<file path="config.mk">
export PLATFORM = sky130hd
export DESIGN_NAME = token_budget_batch_scheduler_unit_flat
export DESIGN_NICKNAME = d
export VERILOG_FILES = /design/src/design/tbs_pkg.sv /design/src/design/tbs_channels.sv /design/src/design/tbs_ctrl.sv /design/src/design/tbs_datapath.sv /design/src/design/token_budget_batch_scheduler_unit.sv /design/src/flat_wrapper.sv
export SDC_FILE = /design/constraint.sdc
export NUM_CORES = 2
export LEC_CHECK = 0
export ABC_CLOCK_PERIOD_IN_PS = 12700
export BUFFER_PORTS_ARGS = -buffer_cell sky130_fd_sc_hd__buf_2
export CORE_MARGIN = 1
export CORE_UTILIZATION = 47
export CTS_CLUSTER_SIZE = 25
export DETAILED_ROUTE_END_ITERATION = 16
export PLACE_DENSITY_LB_ADDON = 0.15
export SLEW_MARGIN = 20
export SYNTH_ARGS = -nofsm -noshare
export SYNTH_HDL_FRONTEND = slang
export SYNTH_SLANG_ARGS = --single-unit
</file>
<file path="constraint.sdc">
create_clock -name clk -period 12.7 [get_ports clk]
set_input_delay 2.54 -clock clk [delete_from_list [all_inputs] [get_ports clk]]
set_output_delay 2.54 -clock clk [all_outputs]
set_load 0.03 [all_outputs]
</file>
<file path="src/design/tbs_pkg.sv">
// shared types and codes of the token budget batch scheduler
// no dependencies
`default_nettype none

package tbs_pkg;

  localparam logic [1:0] REQ_SUBMIT   = 2'd0;
  localparam logic [1:0] REQ_SCHEDULE = 2'd1;
  localparam logic [1:0] REQ_TOKEN    = 2'd2;
  localparam logic [1:0] REQ_COLLECT  = 2'd3;

  localparam logic [2:0] KIND_ACCEPTED    = 3'd0;
  localparam logic [2:0] KIND_REJECTED    = 3'd1;
  localparam logic [2:0] KIND_DECODE_PICK = 3'd2;
  localparam logic [2:0] KIND_PREFILL     = 3'd3;
  localparam logic [2:0] KIND_BATCH_END   = 3'd4;
  localparam logic [2:0] KIND_TOKEN_DONE  = 3'd5;
  localparam logic [2:0] KIND_RETIRED     = 3'd6;
  localparam logic [2:0] KIND_COLLECT_END = 3'd7;

  localparam logic [1:0] ST_EMPTY   = 2'd0;
  localparam logic [1:0] ST_PREFILL = 2'd1;
  localparam logic [1:0] ST_DECODE  = 2'd2;
  localparam logic [1:0] ST_DONE    = 2'd3;

  localparam logic [0:0] CFG_TOKEN_BUDGET = 1'b0;
  localparam logic [0:0] CFG_SEQ_LIMIT    = 1'b1;

  localparam logic [15:0] BUDGET_RESET    = 16'd2048;
  localparam logic [4:0]  SEQ_LIMIT_RESET = 5'd16;
  localparam logic [19:0] TOTAL_MAX       = 20'hFFFFF;
  localparam logic [5:0]  PEND_MAX        = 6'd63;

  typedef enum logic [3:0] {
    S_IDLE, S_SUB, S_TOK, S_DEC, S_FETCH, S_ADM, S_BEND, S_COL, S_CEND
  } ctl_state_t;

  typedef enum logic [3:0] {
    OP_NONE, OP_LOAD, OP_SUBMIT, OP_TOKEN, OP_DEC_STEP, OP_ADMIT,
    OP_BATCH_END, OP_COL_STEP, OP_COL_END
  } dp_op_t;

  typedef struct packed {
    logic   in_ready;
    dp_op_t op;
  } ctl_cmd_t;

  typedef struct packed {
    logic       out_free;
    logic [1:0] req_type;
    logic       walk_more;
    logic       adm_go;
  } dp_status_t;

  typedef struct packed {
    logic [2:0]         kind;
    logic [31:0]        req_id;
    logic [3:0]         slot_out;
    logic [15:0]        pick_tokens;
    logic [19:0]        batch_total;
    logic [15:0]        produced;
    logic [1:0]         slot_state;
    logic signed [31:0] token_echo;
    logic [5:0]         pending_count;
    logic               last;
  } out_item_t;

endpackage

`default_nettype wire

</file>
<file path="src/design/tbs_channels.sv">
// valid/ready channel interfaces for requests and results
// no dependencies
`default_nettype none

interface tbs_in_if;
  logic               valid;
  logic               ready;
  logic [1:0]         req_type;
  logic [15:0]        prompt_len;
  logic [15:0]        new_limit;
  logic [3:0]         slot_sel;
  logic signed [31:0] token_value;

  modport source (output valid, req_type, prompt_len, new_limit, slot_sel, token_value,
                  input ready);
  modport sink (input valid, req_type, prompt_len, new_limit, slot_sel, token_value,
                output ready);
endinterface

interface tbs_out_if;
  logic               valid;
  logic               ready;
  logic [2:0]         kind;
  logic [31:0]        req_id;
  logic [3:0]         slot_out;
  logic [15:0]        pick_tokens;
  logic [19:0]        batch_total;
  logic [15:0]        produced;
  logic [1:0]         slot_state;
  logic signed [31:0] token_echo;
  logic [5:0]         pending_count;
  logic               last;

  modport source (output valid, kind, req_id, slot_out, pick_tokens, batch_total, produced,
                  slot_state, token_echo, pending_count, last, input ready);
  modport sink (input valid, kind, req_id, slot_out, pick_tokens, batch_total, produced,
                slot_state, token_echo, pending_count, last, output ready);
endinterface

`default_nettype wire

</file>
<file path="src/design/tbs_ctrl.sv">
// controller state machine of the batch scheduler
// depends on tbs_pkg
`default_nettype none

module tbs_ctrl (
  input  logic                 clk,
  input  logic                 rst,
  input  logic                 in_valid,
  input  tbs_pkg::dp_status_t  status,
  output tbs_pkg::ctl_cmd_t    cmd
);
  import tbs_pkg::*;

  ctl_state_t state, state_next;

  always_ff @(posedge clk) begin
    if (rst) begin
      state <= S_IDLE;
    end else begin
      state <= state_next;
    end
  end

  always_comb begin
    state_next = state;
    unique case (state)
      S_IDLE: begin
        if (in_valid) begin
          unique case (status.req_type)
            REQ_SUBMIT:   state_next = S_SUB;
            REQ_SCHEDULE: state_next = S_DEC;
            REQ_TOKEN:    state_next = S_TOK;
            REQ_COLLECT:  state_next = S_COL;
          endcase
        end
      end
      S_SUB, S_TOK, S_BEND, S_CEND: begin
        if (status.out_free) state_next = S_IDLE;
      end
      S_DEC: begin
        if (!status.walk_more) state_next = S_FETCH;
      end
      S_FETCH: state_next = S_ADM;
      S_ADM: begin
        if (!status.adm_go) state_next = S_BEND;
        else if (status.out_free) state_next = S_FETCH;
      end
      S_COL: begin
        if (!status.walk_more) state_next = S_CEND;
      end
      default: state_next = S_IDLE;
    endcase
  end

  always_comb begin
    cmd.in_ready = (state == S_IDLE);
    cmd.op       = OP_NONE;
    unique case (state)
      S_IDLE:  if (in_valid) cmd.op = OP_LOAD;
      S_SUB:   if (status.out_free) cmd.op = OP_SUBMIT;
      S_TOK:   if (status.out_free) cmd.op = OP_TOKEN;
      S_DEC:   if (status.walk_more && status.out_free) cmd.op = OP_DEC_STEP;
      S_FETCH: cmd.op = OP_NONE;
      S_ADM:   if (status.adm_go && status.out_free) cmd.op = OP_ADMIT;
      S_BEND:  if (status.out_free) cmd.op = OP_BATCH_END;
      S_COL:   if (status.walk_more && status.out_free) cmd.op = OP_COL_STEP;
      S_CEND:  if (status.out_free) cmd.op = OP_COL_END;
      default: cmd.op = OP_NONE;
    endcase
  end

endmodule

`default_nettype wire

</file>
<file path="src/design/tbs_datapath.sv">
// datapath of the batch scheduler: wait queue, slot table, order list, result register
// depends on tbs_pkg
`default_nettype none

module tbs_datapath #(
  parameter int WAIT_DEPTH = 16,
  parameter int RUN_SLOTS  = 16
) (
  input  logic                clk,
  input  logic                rst,
  input  logic                cfg_we,
  input  logic [0:0]          cfg_index,
  input  logic [15:0]         cfg_data,
  input  logic [1:0]          req_type,
  input  logic [15:0]         prompt_len,
  input  logic [15:0]         new_limit,
  input  logic [3:0]          slot_sel,
  input  logic signed [31:0]  token_value,
  input  tbs_pkg::ctl_cmd_t   cmd,
  output tbs_pkg::dp_status_t status,
  input  logic                out_ready,
  output logic                out_valid,
  output tbs_pkg::out_item_t  out_item
);
  import tbs_pkg::*;

  localparam int AW      = (WAIT_DEPTH > 1) ? $clog2(WAIT_DEPTH) : 1;
  localparam int WCW     = $clog2(WAIT_DEPTH + 1);
  localparam int SW      = (RUN_SLOTS > 1) ? $clog2(RUN_SLOTS) : 1;
  localparam int CW      = $clog2(RUN_SLOTS + 1);
  localparam int PSW_RAW = $clog2(WAIT_DEPTH + RUN_SLOTS + 2);
  localparam int PSW     = (PSW_RAW > 7) ? PSW_RAW : 7;

  // configuration
  logic [15:0] token_budget;
  logic [4:0]  seq_limit;

  // wait queue
  logic [63:0]    fifo_mem [WAIT_DEPTH];
  logic [63:0]    head_q;
  logic [AW-1:0]  head, tail;
  logic [WCW-1:0] wait_count;
  logic [31:0]    id_counter;

  // running slots
  logic [1:0]    slot_state [RUN_SLOTS];
  logic [31:0]   slot_ident [RUN_SLOTS];
  logic [15:0]   slot_limit [RUN_SLOTS];
  logic [15:0]   slot_made  [RUN_SLOTS];
  logic [SW-1:0] order      [RUN_SLOTS];
  logic [CW-1:0] run_count, done_count;

  // per-item working registers
  logic [15:0]        plen_q, nlim_q;
  logic [3:0]         sel_q;
  logic signed [31:0] tok_q;
  logic [5:0]         pend_q;
  logic [CW-1:0]      rank, walk_lim, next_rank;
  logic signed [17:0] budget;
  logic [19:0]        total;
  logic               prefill_seen;

  // derived
  logic           wait_full, budget_pos, need_over, cap_ok;
  logic [SW-1:0]  cur_slot, free_slot, tok_idx;
  logic [1:0]     cur_state, tok_old, tok_new;
  logic           tok_hit;
  logic [15:0]    made_inc, head_need;
  logic [20:0]    total_sum;
  logic [PSW-1:0] pend_raw;
  logic           emit;
  out_item_t      item_d;

  assign wait_full  = int'(wait_count) >= WAIT_DEPTH;
  assign budget_pos = budget > 18'sd0;
  assign head_need  = head_q[47:32];
  assign need_over  = $signed({2'b00, head_need}) > budget;
  assign cap_ok     = (int'(run_count) < RUN_SLOTS) && (int'(run_count) < int'(seq_limit));
  assign cur_slot   = order[rank[SW-1:0]];
  assign cur_state  = slot_state[cur_slot];
  assign total_sum  = {1'b0, total} + 21'(head_need);

  assign tok_idx  = SW'(sel_q);
  assign tok_hit  = (int'(sel_q) < RUN_SLOTS) && (slot_state[tok_idx] != ST_EMPTY);
  assign tok_old  = slot_state[tok_idx];
  assign made_inc = (slot_made[tok_idx] == 16'hFFFF) ? 16'hFFFF : slot_made[tok_idx] + 16'd1;

  always_comb begin
    if (made_inc >= slot_limit[tok_idx]) tok_new = ST_DONE;
    else if (tok_old == ST_PREFILL) tok_new = ST_DECODE;
    else tok_new = tok_old;
  end

  // lowest empty slot
  always_comb begin
    free_slot = '0;
    for (int s = RUN_SLOTS - 1; s >= 0; s--) begin
      if (slot_state[s] == ST_EMPTY) free_slot = SW'(s);
    end
  end

  // pending count after the item, fixed when it is loaded
  always_comb begin
    pend_raw = PSW'(wait_count) + PSW'(run_count);
    if (req_type == REQ_SUBMIT && !wait_full) pend_raw = pend_raw + PSW'(1);
    if (req_type == REQ_COLLECT) pend_raw = pend_raw - PSW'(done_count);
  end

  assign status.out_free  = !out_valid || out_ready;
  assign status.req_type  = req_type;
  assign status.walk_more = rank < walk_lim;
  assign status.adm_go    = (wait_count != '0) && cap_ok && budget_pos &&
                            !(need_over && prefill_seen);

  // result build
  always_comb begin
    emit                 = 1'b0;
    item_d               = '0;
    item_d.pending_count = pend_q;
    unique case (cmd.op)
      OP_SUBMIT: begin
        emit        = 1'b1;
        item_d.last = 1'b1;
        if (wait_full) begin
          item_d.kind = KIND_REJECTED;
        end else begin
          item_d.kind   = KIND_ACCEPTED;
          item_d.req_id = id_counter;
        end
      end
      OP_TOKEN: begin
        emit              = 1'b1;
        item_d.kind       = KIND_TOKEN_DONE;
        item_d.slot_out   = sel_q;
        item_d.token_echo = tok_q;
        item_d.last       = 1'b1;
        if (tok_hit) begin
          item_d.req_id     = slot_ident[tok_idx];
          item_d.produced   = made_inc;
          item_d.slot_state = tok_new;
        end
      end
      OP_DEC_STEP: begin
        if (cur_state == ST_DECODE && budget_pos) begin
          emit               = 1'b1;
          item_d.kind        = KIND_DECODE_PICK;
          item_d.req_id      = slot_ident[cur_slot];
          item_d.slot_out    = 4'(cur_slot);
          item_d.pick_tokens = 16'd1;
          item_d.produced    = slot_made[cur_slot];
          item_d.slot_state  = ST_DECODE;
        end
      end
      OP_ADMIT: begin
        emit               = 1'b1;
        item_d.kind        = KIND_PREFILL;
        item_d.req_id      = head_q[31:0];
        item_d.slot_out    = 4'(free_slot);
        item_d.pick_tokens = head_need;
        item_d.slot_state  = ST_PREFILL;
      end
      OP_BATCH_END: begin
        emit               = 1'b1;
        item_d.kind        = KIND_BATCH_END;
        item_d.batch_total = total;
        item_d.last        = 1'b1;
      end
      OP_COL_STEP: begin
        if (cur_state == ST_DONE) begin
          emit              = 1'b1;
          item_d.kind       = KIND_RETIRED;
          item_d.req_id     = slot_ident[cur_slot];
          item_d.slot_out   = 4'(cur_slot);
          item_d.produced   = slot_made[cur_slot];
          item_d.slot_state = ST_DONE;
        end
      end
      OP_COL_END: begin
        emit        = 1'b1;
        item_d.kind = KIND_COLLECT_END;
        item_d.last = 1'b1;
      end
      default: emit = 1'b0;
    endcase
  end

  // wait queue storage
  always_ff @(posedge clk) begin
    if (cmd.op == OP_SUBMIT && !wait_full) fifo_mem[tail] <= {nlim_q, plen_q, id_counter};
    head_q <= fifo_mem[head];
  end

  // control state
  always_ff @(posedge clk) begin
    if (rst) begin
      token_budget <= BUDGET_RESET;
      seq_limit    <= SEQ_LIMIT_RESET;
      head         <= '0;
      tail         <= '0;
      wait_count   <= '0;
      id_counter   <= '0;
      run_count    <= '0;
      done_count   <= '0;
      out_valid    <= 1'b0;
      for (int s = 0; s < RUN_SLOTS; s++) slot_state[s] <= ST_EMPTY;
    end else begin
      if (cfg_we) begin
        unique case (cfg_index)
          CFG_TOKEN_BUDGET: token_budget <= cfg_data;
          CFG_SEQ_LIMIT:    seq_limit    <= cfg_data[4:0];
        endcase
      end
      if (emit) out_valid <= 1'b1;
      else if (out_ready) out_valid <= 1'b0;

      unique case (cmd.op)
        OP_SUBMIT: begin
          if (!wait_full) begin
            tail       <= (tail == AW'(WAIT_DEPTH - 1)) ? '0 : tail + AW'(1);
            wait_count <= wait_count + WCW'(1);
            id_counter <= id_counter + 32'd1;
          end
        end
        OP_TOKEN: begin
          if (tok_hit) begin
            slot_state[tok_idx] <= tok_new;
            if (tok_new == ST_DONE && tok_old != ST_DONE) done_count <= done_count + CW'(1);
          end
        end
        OP_ADMIT: begin
          head                  <= (head == AW'(WAIT_DEPTH - 1)) ? '0 : head + AW'(1);
          wait_count            <= wait_count - WCW'(1);
          slot_state[free_slot] <= ST_PREFILL;
          run_count             <= run_count + CW'(1);
        end
        OP_COL_STEP: begin
          if (cur_state == ST_DONE) begin
            slot_state[cur_slot] <= ST_EMPTY;
            run_count            <= run_count - CW'(1);
            done_count           <= done_count - CW'(1);
          end
        end
        default: ;
      endcase
    end
  end

  // payload and per-item working registers
  always_ff @(posedge clk) begin
    if (emit) out_item <= item_d;
    unique case (cmd.op)
      OP_LOAD: begin
        plen_q       <= prompt_len;
        nlim_q       <= new_limit;
        sel_q        <= slot_sel;
        tok_q        <= token_value;
        pend_q       <= (pend_raw > PSW'(PEND_MAX)) ? PEND_MAX : pend_raw[5:0];
        rank         <= '0;
        walk_lim     <= run_count;
        next_rank    <= '0;
        budget       <= $signed({2'b00, token_budget});
        total        <= '0;
        prefill_seen <= 1'b0;
      end
      OP_TOKEN: begin
        if (tok_hit) slot_made[tok_idx] <= made_inc;
      end
      OP_DEC_STEP: begin
        rank <= rank + CW'(1);
        if (cur_state == ST_DECODE && budget_pos) begin
          budget <= budget - 18'sd1;
          total  <= total + 20'd1;
        end
      end
      OP_ADMIT: begin
        slot_ident[free_slot]      <= head_q[31:0];
        slot_limit[free_slot]      <= head_q[63:48];
        slot_made[free_slot]       <= 16'd0;
        order[run_count[SW-1:0]]   <= free_slot;
        total                      <= total_sum[20] ? TOTAL_MAX : total_sum[19:0];
        budget                     <= budget - $signed({2'b00, head_need});
        prefill_seen               <= 1'b1;
      end
      OP_COL_STEP: begin
        rank <= rank + CW'(1);
        if (cur_state != ST_DONE) begin
          order[next_rank[SW-1:0]] <= cur_slot;
          next_rank                <= next_rank + CW'(1);
        end
      end
      default: ;
    endcase
  end

endmodule

`default_nettype wire

</file>
<file path="src/design/token_budget_batch_scheduler_unit.sv">
// top level of the token budget batch scheduler
// depends on tbs_pkg, tbs_channels, tbs_ctrl, tbs_datapath
`default_nettype none

// Continuous-batching scheduler. Requests are submitted into a wait queue and
// get ids in order; a schedule step picks every decode slot in admission order
// (one token each) while the budget lasts, then admits queued requests as
// prefills into free slots, ending with a batch-end result carrying the total.
// Token events advance a slot from prefill to decode or to finished; collect
// retires finished slots and compacts the admission order. Items are handled
// one at a time. Schedule and collect walk the order list one slot per cycle
// while the output register is free to take a result, and schedule waits on
// the registered read of the queue head after each admission. The last result
// of an item may sit in the output register while the next item is taken. No
// clearing pass is needed after reset.
module token_budget_batch_scheduler_unit #(
  parameter int WAIT_DEPTH = 16,
  parameter int RUN_SLOTS  = 16
) (
  input  logic        clk,
  input  logic        rst,
  tbs_in_if.sink      in_ch,
  tbs_out_if.source   out_ch,
  input  logic        cfg_we,
  input  logic [0:0]  cfg_index,
  input  logic [15:0] cfg_data
);
  import tbs_pkg::*;

  ctl_cmd_t   cmd;
  dp_status_t status;
  out_item_t  item;
  logic       out_valid;

  // sequencing of one item at a time
  tbs_ctrl u_ctrl (
    .clk      (clk),
    .rst      (rst),
    .in_valid (in_ch.valid),
    .status   (status),
    .cmd      (cmd)
  );

  // queue, slot table and result register
  tbs_datapath #(
    .WAIT_DEPTH (WAIT_DEPTH),
    .RUN_SLOTS  (RUN_SLOTS)
  ) u_datapath (
    .clk         (clk),
    .rst         (rst),
    .cfg_we      (cfg_we),
    .cfg_index   (cfg_index),
    .cfg_data    (cfg_data),
    .req_type    (in_ch.req_type),
    .prompt_len  (in_ch.prompt_len),
    .new_limit   (in_ch.new_limit),
    .slot_sel    (in_ch.slot_sel),
    .token_value (in_ch.token_value),
    .cmd         (cmd),
    .status      (status),
    .out_ready   (out_ch.ready),
    .out_valid   (out_valid),
    .out_item    (item)
  );

  // input transfer only while the controller is idle
  assign in_ch.ready = cmd.in_ready;

  // result channel straight from the output register
  assign out_ch.valid         = out_valid;
  assign out_ch.kind          = item.kind;
  assign out_ch.req_id        = item.req_id;
  assign out_ch.slot_out      = item.slot_out;
  assign out_ch.pick_tokens   = item.pick_tokens;
  assign out_ch.batch_total   = item.batch_total;
  assign out_ch.produced      = item.produced;
  assign out_ch.slot_state    = item.slot_state;
  assign out_ch.token_echo    = item.token_echo;
  assign out_ch.pending_count = item.pending_count;
  assign out_ch.last          = item.last;

endmodule

`default_nettype wire

</file>
<file path="src/flat_wrapper.sv">
// flat-port wrapper written by rule: the top's interface ports become plain ports
module token_budget_batch_scheduler_unit_flat import tbs_pkg::*;
#(
  parameter int WAIT_DEPTH = 16,
  parameter int RUN_SLOTS  = 16
)
  (clk, rst, cfg_we, cfg_index, cfg_data, in_ch_valid, in_ch_req_type, in_ch_prompt_len, in_ch_new_limit, in_ch_slot_sel, in_ch_token_value, in_ch_ready, out_ch_valid, out_ch_kind, out_ch_req_id, out_ch_slot_out, out_ch_pick_tokens, out_ch_batch_total, out_ch_produced, out_ch_slot_state, out_ch_token_echo, out_ch_pending_count, out_ch_last, out_ch_ready);
  tbs_in_if in_ch_i ();
  tbs_out_if out_ch_i ();
  input  logic clk;
  input  logic rst;
  input  logic cfg_we;
  input  logic [0:0] cfg_index;
  input  logic [15:0] cfg_data;
  input wire logic [$bits(in_ch_i.valid)-1:0] in_ch_valid;
  input wire logic [$bits(in_ch_i.req_type)-1:0] in_ch_req_type;
  input wire logic [$bits(in_ch_i.prompt_len)-1:0] in_ch_prompt_len;
  input wire logic [$bits(in_ch_i.new_limit)-1:0] in_ch_new_limit;
  input wire logic [$bits(in_ch_i.slot_sel)-1:0] in_ch_slot_sel;
  input wire logic [$bits(in_ch_i.token_value)-1:0] in_ch_token_value;
  output wire logic [$bits(in_ch_i.ready)-1:0] in_ch_ready;
  output wire logic [$bits(out_ch_i.valid)-1:0] out_ch_valid;
  output wire logic [$bits(out_ch_i.kind)-1:0] out_ch_kind;
  output wire logic [$bits(out_ch_i.req_id)-1:0] out_ch_req_id;
  output wire logic [$bits(out_ch_i.slot_out)-1:0] out_ch_slot_out;
  output wire logic [$bits(out_ch_i.pick_tokens)-1:0] out_ch_pick_tokens;
  output wire logic [$bits(out_ch_i.batch_total)-1:0] out_ch_batch_total;
  output wire logic [$bits(out_ch_i.produced)-1:0] out_ch_produced;
  output wire logic [$bits(out_ch_i.slot_state)-1:0] out_ch_slot_state;
  output wire logic [$bits(out_ch_i.token_echo)-1:0] out_ch_token_echo;
  output wire logic [$bits(out_ch_i.pending_count)-1:0] out_ch_pending_count;
  output wire logic [$bits(out_ch_i.last)-1:0] out_ch_last;
  input wire logic [$bits(out_ch_i.ready)-1:0] out_ch_ready;
  assign in_ch_i.valid = in_ch_valid;
  assign in_ch_i.req_type = in_ch_req_type;
  assign in_ch_i.prompt_len = in_ch_prompt_len;
  assign in_ch_i.new_limit = in_ch_new_limit;
  assign in_ch_i.slot_sel = in_ch_slot_sel;
  assign in_ch_i.token_value = in_ch_token_value;
  assign in_ch_ready = in_ch_i.ready;
  assign out_ch_valid = out_ch_i.valid;
  assign out_ch_kind = out_ch_i.kind;
  assign out_ch_req_id = out_ch_i.req_id;
  assign out_ch_slot_out = out_ch_i.slot_out;
  assign out_ch_pick_tokens = out_ch_i.pick_tokens;
  assign out_ch_batch_total = out_ch_i.batch_total;
  assign out_ch_produced = out_ch_i.produced;
  assign out_ch_slot_state = out_ch_i.slot_state;
  assign out_ch_token_echo = out_ch_i.token_echo;
  assign out_ch_pending_count = out_ch_i.pending_count;
  assign out_ch_last = out_ch_i.last;
  assign out_ch_i.ready = out_ch_ready;
  token_budget_batch_scheduler_unit #(.WAIT_DEPTH(WAIT_DEPTH), .RUN_SLOTS(RUN_SLOTS)) u_core (.clk(clk), .rst(rst), .in_ch(in_ch_i), .out_ch(out_ch_i), .cfg_we(cfg_we), .cfg_index(cfg_index), .cfg_data(cfg_data));
endmodule
</file>
==> results.json <==
{
  "slew_headroom_pct": 25.8,
  "crit_family": "simple AND/OR/NAND/NOR gates",
  "mostFrequentLayoutCell": "edfxtp_1",
  "cts_inserted_buffers": 290,
  "final_cells": 9062,
  "syn_nets": 5736,
  "global_route.usage.total_pct": 23.8,
  "viasPerCell": 6.14,
  "maxCapViolCount": 0,
  "ant_nets": 0,
  "place_congestion": 0.864,
  "path_class": "reg2reg",
  "synth_compound_area_share_pct": 2.75,
  "place_inst": 8562,
  "worstMarginPinSlew_ns": 1.11,
  "antenna_found_initial": 16,
  "worstHoldEndpoint": "u_core.u_datapath.out_item[1]",
  "setup.worst_path.end_class": "flip-flop",
  "fill_cells": 17549,
  "ys_seq_area_share_pct": 70.4,
  "finalMaxSlewViolations": 0,
  "dieArea_mm2": 0.229,
  "core-area_mm2": 0.225,
  "setup_violations": 0,
  "peakVddDrop_mv": 0.269,
  "wire_per_inst_um": 29.9,
  "start_kind": "flip-flop",
  "pin_count": 226,
  "syn_area_mm2": 0.107,
  "synth_mux_area_share_pct": 18.5,
  "syn2layout_area_growth_pct": 12.8,
  "hold_viol_final": 0,
  "syn_avg_cell_area_um2": 19.2,
  "clkSinkCount": 2556,
  "die_y_um": 479,
  "p_per_area_mw_per_mm2": 219,
  "num_rows": 174,
  "synth-simple-area-share_pct": 4.63,
  "r2r_setup_slack_ns": 5.07,
  "grt_pass1_wl_um": 396000,
  "crit_chain": "buf_12, mux4_2, mux4_2, ha_1, nand3_1, or2_2, nor2_1, nand2_1, and2_1, ha_1, nand2b_1, a21o_1, a21o_1, a21oi_1, nor2b_1, o21ai_0, a211oi_1, o21ai_0, a211o_1, nor2_1, mux2_2",
  "first_pass_iters": 9,
  "syn_inst": 5550,
  "routed_wl_um": 271000,
  "synth_edf_count": 2403,
  "numPortBuffers": 225,
  "synth.yosys.warnings": 0,
  "drive_gt1_share_pct": 28.4,
  "synth_seq_cells": 2556,
  "rsz0062_at_grt": "no",
  "yosysUniqueCellTypes": 92,
  "synth_fa_ha_area_share_pct": 1.15,
  "worst_path_largest_cell_delay_ns": 0.96,
  "clk_pin_slew_ns": 0.06,
  "status": "finished, final reports clean",
  "clockRootBuffer": "clkbuf_16",
  "drt_iter0_markers": 5886,
  "fin_setup_tns_ns": 0,
  "initial_utilization_pct": 47.4,
  "clockBufferDepth": 4,
  "cts_tree": "yes",
  "synth_xor_area_share_pct": 0.984,
  "min_path_type": "reg2reg",
  "clk_latency_ns": 0.95,
  "mostFrequentLayoutCells": "edfxtp_1, mux4_2, nand2_1",
  "cts_max_level": 5,
  "skew_ns": 0.0699,
  "hold_depth": 0,
  "ys.flop_type": "edfxtp_1",
  "grt_max_degree": 141,
  "crit_fanout": 98,
  "synth_top_family_by_area": "multiplexers",
  "num_vias": 55636,
  "place_hpwl_um": 153000,
  "post_cts_resized": 0,
  "cts_setup_buffers": 0,
  "grt_pass1_vias": 57101,
  "post-route-drc-count": 0,
  "nNetsFinal": 6049,
  "post-route-period-util_pct": 60.0,
  "ff2ff_path_depth": 21,
  "grt_overflow": 0,
  "p_leak_nw": 38.6,
  "holdWs_ns": 0.424,
  "async_flop_share_pct": 0,
  "r2r_end": "u_core.u_datapath.done_count[0]",
  "cp_slowest_cell": "dfxtp_4",
  "hold_start": "u_core.u_datapath.pend_q[0]",
  "crit_buf_inv": 1,
  "required_ns": 13.48,
  "cp.arrival_ns": 8.41,
  "period_needed_ns": 7.63,
  "die_w_um": 479,
  "max_freq_mhz": 131,
  "postCtsHoldBufs": 0
}
stage by stage:
| step | area (um^2) | util (%) | power [mW] | worst slack (ns) |
|---|---|---|---|---|
| 2_1_floorplan | 107000 | - | 16.4 | 3.85 |
| 3_3_place_gp | 112000 | 49.5 | 18.8 | 5.15 |
| 3_5_place_dp | 112000 | 49.6 | 18.8 | 5.15 |
| 4_1_cts | 120000 | 53.4 | 26.6 | 5.09 |
| 5_1_grt | 120000 | 53.5 | 27.6 | 4.42 |
| 6_report | 120000 | 53.5 | 26.4 | 5.07 |
Yosys cell counts (7+ instances only):
cell | count | area share (%)
edfxtp_1 | 2403 | 68
mux4_2 | 855 | 18
nand2_1 | 389 | 1.4
nor2_1 | 231 | 0.81
clkbuf_1 | 187 | 0.66
nand3_1 | 177 | 0.83
dfxtp_1 | 153 | 2.9
a21oi_1 | 105 | 0.49
ha_1 | 87 | 1.0
inv_1 | 83 | 0.29
o21ai_0 | 74 | 0.35
buf_1 | 64 | 0.22
and2_1 | 61 | 0.36
xor2_1 | 61 | 0.50
xnor2_1 | 59 | 0.48
buf_2 | 49 | 0.23
nor3_1 | 45 | 0.21
a21o_1 | 38 | 0.27
nand2b_1 | 35 | 0.21
a222oi_1 | 32 | 0.30
mux2i_1 | 23 | 0.22
and3_1 | 19 | 0.11
mux2_2 | 18 | 0.19
nor2b_1 | 18 | 0.11
nand4_1 | 15 | 0.088
a211oi_1 | 14 | 0.098
a31oi_1 | 13 | 0.076
or3_1 | 13 | 0.076
a32o_1 | 12 | 0.11
nor2_2 | 12 | 0.070
o221ai_1 | 12 | 0.098
o22ai_1 | 12 | 0.070
o21bai_1 | 11 | 0.077
buf_6 | 9 | 0.095
o211ai_1 | 9 | 0.063
o21bai_2 | 8 | 0.084
or2_2 | 8 | 0.047
fa_1 | 7 | 0.13
nor3b_1 | 7 | 0.049
layer usage:
layer | vias up | GRT usage [%] | wire length [um] | part of all wire, %
met1 | 29701 | 33.0 | 112000 | 41
met5 | - | 0 | 54 | 0.020
met3 | 427 | 4.98 | 19900 | 7.3
met4 | 10 | 6.20 | 6280 | 2.3
li1 | 23448 | - | - | -
met2 | 2050 | 38.4 | 132000 | 49
final cells by class:
| cell class | count | area (um^2) | share of cell area, % |
|---|---|---|---|
| tap | 2992 | 3740 | 3.11 |
| timing repair buffer | 334 | 2060 | 1.71 |
| sequential | 2556 | 75200 | 62.5 |
| inverter | 85 | 327 | 0.271 |
| clock buffer | 377 | 7800 | 6.47 |
| clock inverter | 119 | 931 | 0.773 |
| multi-input combinational | 2596 | 30400 | 25.2 |
| antenna | 3 | 7.51 | 0.00623 |
worst reg2reg max path: stages, from the launching register on:
cell and delay [ns]:
dfxtp_4 0.96, buf_12 0.72, mux4_2 0.48, mux4_2 0.29
ha_1 0.29, nand3_1 0.13, or2_2 0.35, nor2_1 0.31
nand2_1 0.58, and2_1 0.38, ha_1 0.27, nand2b_1 0.09
a21o_1 0.12, a21o_1 0.11, a21oi_1 0.07, nor2b_1 0.12
o21ai_0 0.10, a211oi_1 0.70, o21ai_0 0.36, a211o_1 0.41
nor2_1 0.28, mux2_2 0.37
where the power goes:
part | switching, mW | total [mW] | internal (mW)
logic | 4.57 | 7.60 | 3.03
registers | 0.640 | 11.0 | 10.4
clock network | 3.24 | 7.81 | 4.57
total | 8.44 | 26.4 | 18.0
cells by family after synthesis:
kind of cell | count (synthesis)
XOR/XNOR | 120
buffers and inverters | 398
multiplexers | 900
AND/OR/NAND/NOR | 1070
flip-flops | 2556
adder cells (fa/ha/maj) | 94
AO/OA/AOI/OAI | 412
registers in the layout, summed over array words and instances, names as in the netlist, 64 cells and up, named ones only:
signal,cells
u_core.u_datapath.fifo_mem,1024
u_core.u_datapath.head_q,64
u_core.u_datapath.order,64
u_core.u_datapath.out_item,132
u_core.u_datapath.slot_ident,512
u_core.u_datapath.slot_limit,256
u_core.u_datapath.slot_made,256
how the worst max path moves through the flow:
| stage | startpoint | endpoint | depth (start not counted) |
|---|---|---|---|
| final | flip-flop | u_core.u_datapath.done_count[0] | 21 |
| after global routing | flip-flop | u_core.u_datapath.done_count[0] | 21 |
| after CTS | flip-flop | u_core.u_datapath.done_count[0] | 21 |
| after detailed placement | flip-flop | u_core.u_datapath.done_count[0] | 21 |
| after global placement | flip-flop | u_core.u_datapath.done_count[0] | 21 |
| after floorplan | out_ch_ready | u_core.u_datapath.fifo_mem[0][0] | 7 |
(Power assumes the default switching activity.)
